### src/hdl/upe_pkg.sv
// Shared types, constants and functions of the URL percent-encoder.
package upe_pkg;

  localparam logic [15:0] CAP_RESET   = 16'd12288;
  localparam int          QUEUE_DEPTH = 4;
  localparam int          QUEUE_AW    = $clog2(QUEUE_DEPTH);

  localparam logic [7:0] CHAR_PERCENT = 8'h25;
  localparam logic [7:0] CHAR_NUL     = 8'h00;

  typedef enum logic [1:0] {
    KIND_PLAIN  = 2'd0,
    KIND_ESCAPE = 2'd1,
    KIND_ERROR  = 2'd2
  } job_kind_t;

  // One classified source byte, waiting to be expanded by the back end.
  typedef struct packed {
    job_kind_t  kind;
    logic [7:0] data;
    logic       eos;
  } job_t;

  function automatic logic passes_through(input logic [7:0] b);
    passes_through = b inside {[8'h41:8'h5A], [8'h61:8'h7A], [8'h30:8'h39],
                               8'h2D, 8'h5F, 8'h7E, 8'h2E, 8'h2F};
  endfunction

  function automatic logic [7:0] hex_digit(input logic [3:0] n);
    if (n < 4'd10) begin
      hex_digit = 8'h30 + {4'd0, n};
    end else begin
      hex_digit = 8'h37 + {4'd0, n};
    end
  endfunction

endpackage

### src/hdl/upe_queue.sv
// Small job queue between the classifying front end and the emitting back end.
module upe_queue (
  input  logic          clk,
  input  logic          rst,
  input  logic          push,
  input  upe_pkg::job_t push_job,
  input  logic          pop,
  output logic          full,
  output logic          not_empty,
  output upe_pkg::job_t head
);

  upe_pkg::job_t                 slots [upe_pkg::QUEUE_DEPTH];
  logic [upe_pkg::QUEUE_AW-1:0]  wr_ptr;
  logic [upe_pkg::QUEUE_AW-1:0]  rd_ptr;
  logic [upe_pkg::QUEUE_AW:0]    count;
  logic                          do_push;
  logic                          do_pop;

  assign full      = (count == (upe_pkg::QUEUE_AW+1)'(upe_pkg::QUEUE_DEPTH));
  assign not_empty = (count != '0);
  assign head      = slots[rd_ptr];
  assign do_push   = push && !full;
  assign do_pop    = pop && not_empty;

  always_ff @(posedge clk) begin
    if (do_push) begin
      slots[wr_ptr] <= push_job;
    end
  end

  always_ff @(posedge clk) begin
    if (rst) begin
      wr_ptr <= '0;
      rd_ptr <= '0;
      count  <= '0;
    end else begin
      if (do_push) begin
        wr_ptr <= wr_ptr + 1'b1;
      end
      if (do_pop) begin
        rd_ptr <= rd_ptr + 1'b1;
      end
      case ({do_push, do_pop})
        2'b10:   count <= count + 1'b1;
        2'b01:   count <= count - 1'b1;
        default: count <= count;
      endcase
    end
  end

endmodule

### src/hdl/upe_front.sv
// Front end: accepts source bytes, checks room and queues one job per byte, none once a string has overflowed.
module upe_front (
  input  logic          clk,
  input  logic          rst,
  input  logic          cfg_we,
  input  logic [15:0]   cfg_wdata,
  input  logic          in_valid,
  output logic          in_stall,
  input  logic [7:0]    char_in,
  input  logic          end_of_string,
  input  logic          queue_full,
  output logic          push,
  output upe_pkg::job_t push_job
);

  logic [15:0] buffer_capacity;
  logic [15:0] output_position;
  logic        error_latched;
  logic        accept;
  logic        plain;
  logic [16:0] need_end;
  logic        no_room;

  assign in_stall = queue_full;
  assign accept   = in_valid && !queue_full;
  assign plain    = upe_pkg::passes_through(char_in);
  assign need_end = {1'b0, output_position} + (plain ? 17'd2 : 17'd4);
  assign no_room  = need_end > {1'b0, buffer_capacity};
  assign push     = accept && !error_latched;

  always_comb begin
    push_job.data = char_in;
    push_job.eos  = end_of_string;
    if (no_room) begin
      push_job.kind = upe_pkg::KIND_ERROR;
    end else if (plain) begin
      push_job.kind = upe_pkg::KIND_PLAIN;
    end else begin
      push_job.kind = upe_pkg::KIND_ESCAPE;
    end
  end

  always_ff @(posedge clk) begin
    if (rst) begin
      buffer_capacity <= upe_pkg::CAP_RESET;
      output_position <= '0;
      error_latched   <= 1'b0;
    end else begin
      if (cfg_we) begin
        buffer_capacity <= cfg_wdata;
      end
      if (accept) begin
        if (end_of_string) begin
          // string ends here either way: next one starts clean
          output_position <= '0;
          error_latched   <= 1'b0;
        end else if (!error_latched) begin
          if (no_room) begin
            error_latched <= 1'b1;
          end else if (plain) begin
            output_position <= output_position + 16'd1;
          end else begin
            output_position <= output_position + 16'd3;
          end
        end
      end
    end
  end

endmodule

### src/hdl/upe_back.sv
// Back end: expands queued jobs into output bytes, one per cycle while out_stall is low.
module upe_back (
  input  logic          clk,
  input  logic          rst,
  input  logic          queue_not_empty,
  input  upe_pkg::job_t queue_head,
  output logic          pop,
  output logic          out_valid,
  input  logic          out_stall,
  output logic [7:0]    out_byte,
  output logic          last_out,
  output logic          overflow_error
);

  upe_pkg::job_t job;
  logic          job_valid;
  logic [1:0]    step;
  logic [1:0]    final_step;
  logic [7:0]    gen_byte;
  logic          gen_last;
  logic          gen_err;
  logic          out_load;
  logic          job_take;

  always_comb begin
    gen_byte   = upe_pkg::CHAR_NUL;
    gen_last   = 1'b0;
    gen_err    = 1'b0;
    final_step = 2'd0;
    case (job.kind)
      upe_pkg::KIND_PLAIN: begin
        final_step = job.eos ? 2'd1 : 2'd0;
        if (step == 2'd0) begin
          gen_byte = job.data;
        end else begin
          gen_last = 1'b1;
        end
      end
      upe_pkg::KIND_ESCAPE: begin
        final_step = job.eos ? 2'd3 : 2'd2;
        case (step)
          2'd0:    gen_byte = upe_pkg::CHAR_PERCENT;
          2'd1:    gen_byte = upe_pkg::hex_digit(job.data[7:4]);
          2'd2:    gen_byte = upe_pkg::hex_digit(job.data[3:0]);
          default: gen_last = 1'b1;
        endcase
      end
      upe_pkg::KIND_ERROR: begin
        gen_last = 1'b1;
        gen_err  = 1'b1;
      end
      default: begin
        gen_last = 1'b1;
      end
    endcase
  end

  assign out_load = job_valid && (!out_valid || !out_stall);
  assign job_take = !job_valid || (out_load && (step == final_step));
  assign pop      = job_take && queue_not_empty;

  always_ff @(posedge clk) begin
    if (rst) begin
      job_valid <= 1'b0;
      step      <= '0;
      out_valid <= 1'b0;
    end else begin
      if (job_take) begin
        job_valid <= queue_not_empty;
        step      <= '0;
      end else if (out_load) begin
        step <= step + 2'd1;
      end
      if (out_load) begin
        out_valid <= 1'b1;
      end else if (!out_stall) begin
        out_valid <= 1'b0;
      end
    end
  end

  always_ff @(posedge clk) begin
    if (job_take) begin
      job <= queue_head;
    end
    if (out_load) begin
      out_byte       <= gen_byte;
      last_out       <= gen_last;
      overflow_error <= gen_err;
    end
  end

endmodule

### src/hdl/url_percent_encoder_unit.sv
// URL percent-encoder: letters, digits and - _ ~ . / pass through, every other
// byte becomes '%' plus two upper-case hex digits, and each string closes with
// a zero terminator marked last. Output is counted against buffer_capacity
// with one byte kept for the terminator; a byte that would not fit yields one
// error transaction (byte 0, last_out and overflow_error high) and the rest of
// that string is swallowed without output. The front end takes one source
// byte per cycle while the four-entry job queue has room; the back end sends
// one output byte per cycle while out_stall is low, so the output port sets
// the sustained rate: a pass-through byte yields one output byte, an escaped
// byte three, the final byte one more for the terminator and an error one,
// i.e. 1 to 4 output bytes per queued source byte. A source byte passes
// through the job queue, the back end's job register and the output register.
// buffer_capacity (reset 12288) may be written only while the unit is idle.
module url_percent_encoder_unit (
  input  logic        clk,
  input  logic        rst,
  // configuration: capacity in bytes, terminator included
  input  logic        cfg_we,
  input  logic [15:0] cfg_wdata,
  // source byte channel
  input  logic        in_valid,
  output logic        in_stall,
  input  logic [7:0]  char_in,
  input  logic        end_of_string,
  // encoded byte channel
  output logic        out_valid,
  input  logic        out_stall,
  output logic [7:0]  out_byte,
  output logic        last_out,
  output logic        overflow_error
);

  // front end -> queue
  logic          push;
  upe_pkg::job_t push_job;
  logic          queue_full;
  // queue -> back end
  logic          queue_not_empty;
  upe_pkg::job_t queue_head;
  logic          pop;

  // Classify each byte and run the room check; the position and capacity state lives here.
  upe_front u_front (
    .clk           (clk),
    .rst           (rst),
    .cfg_we        (cfg_we),
    .cfg_wdata     (cfg_wdata),
    .in_valid      (in_valid),
    .in_stall      (in_stall),
    .char_in       (char_in),
    .end_of_string (end_of_string),
    .queue_full    (queue_full),
    .push          (push),
    .push_job      (push_job)
  );

  // Decouples input acceptance from the multi-byte expansion.
  upe_queue u_queue (
    .clk       (clk),
    .rst       (rst),
    .push      (push),
    .push_job  (push_job),
    .pop       (pop),
    .full      (queue_full),
    .not_empty (queue_not_empty),
    .head      (queue_head)
  );

  // Expand each job into 1..4 output transactions through an output register.
  upe_back u_back (
    .clk             (clk),
    .rst             (rst),
    .queue_not_empty (queue_not_empty),
    .queue_head      (queue_head),
    .pop             (pop),
    .out_valid       (out_valid),
    .out_stall       (out_stall),
    .out_byte        (out_byte),
    .last_out        (last_out),
    .overflow_error  (overflow_error)
  );

endmodule

### config.mk
export PLATFORM = sky130hd
export DESIGN_NAME = url_percent_encoder_unit
export DESIGN_NICKNAME = d
export VERILOG_FILES = /design/src/hdl/upe_pkg.sv /design/src/hdl/upe_queue.sv /design/src/hdl/upe_front.sv /design/src/hdl/upe_back.sv /design/src/hdl/url_percent_encoder_unit.sv
export SDC_FILE = /design/constraint.sdc
export NUM_CORES = 1
export LEC_CHECK = 0
export ABC_AREA = 1
export BUFFER_PORTS_ARGS = -buffer_cell sky130_fd_sc_hd__buf_2
export CAP_MARGIN = 10
export CORE_ASPECT_RATIO = 2
export CORE_MARGIN = 2
export CORE_UTILIZATION = 40
export CTS_CLUSTER_SIZE = 28
export DETAILED_ROUTE_END_ITERATION = 8
export REMOVE_ABC_BUFFERS = 1
export SLEW_MARGIN = 0
export SYNTH_ARGS = -nofsm -noshare
export SYNTH_HDL_FRONTEND = slang
export SYNTH_SLANG_ARGS = --single-unit
### constraint.sdc
create_clock -name clk -period 5.4 [get_ports clk]
set_clock_uncertainty 0.05 [all_clocks]
set_input_delay 1.35 -clock clk [delete_from_list [all_inputs] [get_ports clk]]
set_output_delay 1.35 -clock clk [all_outputs]
set_load 0.02 [all_outputs]
==> flow_summary_export.csv <==
group,metric,value,unit
drt,routed_wirelength,13.2,mm
power_and_ir_drop,power.density_cell_area,437,mW/mm2
power_and_ir_drop,intPower,0.00171,W
final_layout,final_common_cell,"nand2_1",
synthesis,synthMuxAreaShare,0,%
floorplanning,std_cell_rows,61,
synthesis,postSynthRegisterBits,109,
floorplanning,starting_density_of_the_core,40.7,%
final_layout,area.growth.synth_to_final,11.8,%
setup_path,worstPathBufferInverterCount,4,
drt,drcViolationCount,0,
clock_tree,worstSkewPairLatency,360,ps
floorplanning,fp.dieW,88.1,um
outcome,result_of_the_run,"finished clean",
grt,groute.usage.overall,18.1,%
sta,setup_viol,0,
synthesis,syn_avg_cell_area,8.75,um2
final_layout,final.fill_count,1402,
place,place.detailed.hpwl,10.0,mm
clock_tree,tritoncts.num_buffers,9,
synthesis,yosysUniqueCellTypes,40,
drt,routed_wire_length_per_instance,15.1,um
power_and_ir_drop,pwr-share-seq,43.9,%
setup_path,max_stage_delay,410,ps
clock_tree,post_cts.resized_instances,0,
synthesis,synth_area_in_compound_gates,13.8,%
synthesis,adder_cell_area_share_of_the_yosys_netlist,7.70,%
setup_path,critPathTopFamily,"simple AND/OR/NAND/NOR gates",
grt,grt_first_pass_wirelength,20.9,mm
clock_tree,clock_tree.root_cell,"clkbuf_16",
clock_tree,clock_tree.htree_level_count,3,
final_layout,final_core_utilization,45.5,%
sta,worstMarginPinSlew,1100,ps
sta,timing.final.ws_setup,499,ps
worst_hold_path,worstHoldPathType,"register to register",
setup_path,worstPathArrival,4970,ps
place,io_buffer_count,41,
sta,setup_tns,0,ps
synthesis,synth_seq_area_share,50.1,%
drt,drt.antenna.violating_nets,0,
sta,period_minus_slack,4900,ps
grt,number_of_global_route_vias_before_repair,4578,
worst_hold_path,hold_depth,2,
grt,global_route.usage.met3,2.86,%
power_and_ir_drop,power_frac_clock,24.7,%
floorplanning,floorplan.die_area,0.0152,mm2
sta,unrepaired_setup_endpoints_after_global_routing,"no",
place,dpl_worst_slack,103,ps
power_and_ir_drop,net-switching-power,0.00105,W
setup_path,worst_setup_path_type,"input port to register",
grt,grt.overflow.total,0,
synthesis,synth_area,0.00565,mm2
place,placedInstanceArea,0.00602,mm2
final_layout,seq_area,0.00283,mm2
synthesis,synth_simple_gate_area_share,18.4,%
floorplanning,placeable_core_region,0.0139,mm2
final_layout,multiInputGateArea,0.00240,mm2
clock_tree,tritoncts_num_sinks,109,
drt,vias,4536,
synthesis,synth_warnings,0,
clock_tree,post_cts_buffers,0,
clock_tree,clock_tree_from_tritoncts,"done",
sta,worst_slew_margin_rel,26.3,%
drt,route.detailed.vias_per_inst,5.18,
power_and_ir_drop,comb_power_share,31.4,%
clock_tree,clk_path_buf_depth,2,
sta,slew_viol_final,0,
sta,fmax,204,MHz
final_layout,stdcell_area,0.00632,mm2
final_layout,layout_common_cells,"nand2_1, inv_1, nor2_1",
setup_path,worst_path_max_delay_cell,"fa_1",
setup_path,crit_top_cell,"nor2_1",
sta,finalHoldViolCount,0,
grt,grt.met1_usage,15.2,%
setup_path,cell_count_of_the_worst_reg_to_reg_path,17,
clock_tree,cts_hold_repair.buffers,0,
place,place.gp.congestion,0.923,
grt,grt_max_degree,31,
setup_path,cp-start-kind,"input port",
final_layout,design.final.nets,744,
grt,grt.busiest_layer,"met2",
setup_path,cp_num_cells,19,
synthesis,synthXorXnorAreaFrac,2.48,%
drt,drt_first_pass_iters,5,
flow_run,max_cap_viol_count,0,
setup_path,cp_data_required_time,5470,ps
power_and_ir_drop,sw_frac_of_total,37.9,%
synthesis,dominant_combinational_cell_family_by_area_after_synthesis,"simple AND/OR/NAND/NOR gates",
floorplanning,ports_placed_on_the_boundary,42,
sta,timing.final.crit_share,90.8,%
grt,antenna_found_initial,0,
power_and_ir_drop,static-leakage-power,2.65,nW
setup_path,worstPathCellList,"buf_2 -> o21a_1 -> o311ai_0 -> nor2_1 -> ha_1 -> fa_1 -> nand3_1 -> nor2_1 -> inv_1 -> nor2_1 -> xor2_1 -> inv_1 -> ha_1 -> nand3_1 -> nor3b_1 -> nand4_1 -> nand2_2 -> inv_1 -> nor2_1",
clock_tree,clkTransAtPathRegs,80,ps
synthesis,synthCells,646,
grt,grt_use_met2,36.5,%
final_layout,antenna_cells_inserted,0,
drt,drt_iter0_drc,174,
setup_path,critPathMaxFanout,9,
floorplanning,die-height,172,um
final_layout,post_route_cells_drive_above_1_share,11.2,%
setup_path,critical_path.endpoint_type,"register",
power_and_ir_drop,peakVddDrop,0.178,mV
## worst reg2reg max path, cell delays in order, from the launching register on
cell and delay [ps]:
dfxtp_1 450, ha_1 240, fa_1 220, nand3_1 120, nor2_1 170, inv_1 130, nor2_1 170, nand2_1 80
xor2_1 150, ha_1 270, nand2_1 40, inv_1 60, nand3_1 120, nor3b_1 290, nand4_1 160, nand2_2 130
inv_1 110, nor2_1 350
## metrics by stage
step | hold WS (ps) | total power [W] | instances
3_3_place_gp | 405 | 0.00206 | 859
4_1_cts | 420 | 0.00278 | 875
2_1_floorplan | 388 | 0.00183 | 627
6_report | 418 | 0.00276 | 875
5_1_grt | 444 | 0.00296 | 875
3_5_place_dp | 408 | 0.00210 | 859
## cell families after synthesis
kind of cell             after synthesis
XOR/XNOR                              16
flip-flops                           109
buffers and inverters                107
AND/OR/NAND/NOR                      235
AO/OA/AOI/OAI                        146
adder cells (fa/ha/maj)               33
## final timing paths
path | from | endpoint | slack [ps]
max reg2reg | u_front.output_position[1] | u_queue.slots[0][9] | 1840
min reg2reg | u_front.buffer_capacity[5] | u_front.buffer_capacity[5] | 420
max | char_in[2] | u_queue.slots[0][9] | 500
min | u_front.buffer_capacity[5] | u_front.buffer_capacity[5] | 420
## cell type report
class / instances / share of cell area [%]
timing repair buffer: 43 / 3.48
clock buffer: 9 / 3.56
tap: 189 / 3.74
clock inverter: 7 / 1.29
multi-input combinational: 430 / 37.9
inverter: 88 / 5.22
sequential: 109 / 44.8
## cell usage after synthesis (all sizes together)
master	n	share of area, %
nand2	95	6.7
buf	6	0.80
o21ai	64	5.7
a31oi	2	0.22
xor2	16	2.5
nand4	10	1.1
a22o	1	0.15
a211oi	1	0.13
a21o	2	0.27
o311ai	2	0.31
o22ai	13	1.4
inv	87	5.8
a21oi	57	5.0
clkbuf	13	0.86
or2	2	0.22
ha	30	6.6
nand3b	1	0.13
o2bb2ai	1	0.15
clkinv	1	0.066
nor2	85	6.1
nand3	28	2.7
o21bai	1	0.13
o211ai	1	0.13
nor3b	3	0.40
edfxtp	65	35
o21a	1	0.13
dfxtp	44	16
nor3	11	1.1
fa	3	1.1
## state kept, by name (all words and copies together) (netlist names), 2 cells and up
name and count:
u_queue.slots 44, u_queue.count 3, u_back.step 2, u_front.buffer_capacity 16
u_back.job 11, u_front.output_position 16, u_queue.wr_ptr 2, u_queue.rd_ptr 2
u_back.out_byte 8
## routing by layer
layer  wire length, um  up-vias
met1              4230     2146
met2              7830      104
li1                  -     2244
met4               786        0
met3               331       42
met5                 0        -
## power groups by stage
| stage | clock network (W) | registers [W] | logic, W |
|---|---|---|---|
| after CTS | 0.000694 | 0.00121 | 0.000875 |
| after global routing | 0.000723 | 0.00123 | 0.000998 |
| final | 0.000682 | 0.00121 | 0.000867 |
| after detailed placement | 0 | 0.00123 | 0.000868 |
| after global placement | 0 | 0.00122 | 0.000834 |
| after floorplan | 0 | 0.00124 | 0.000583 |
No activity file was read; power rests on OpenSTA's default activity.
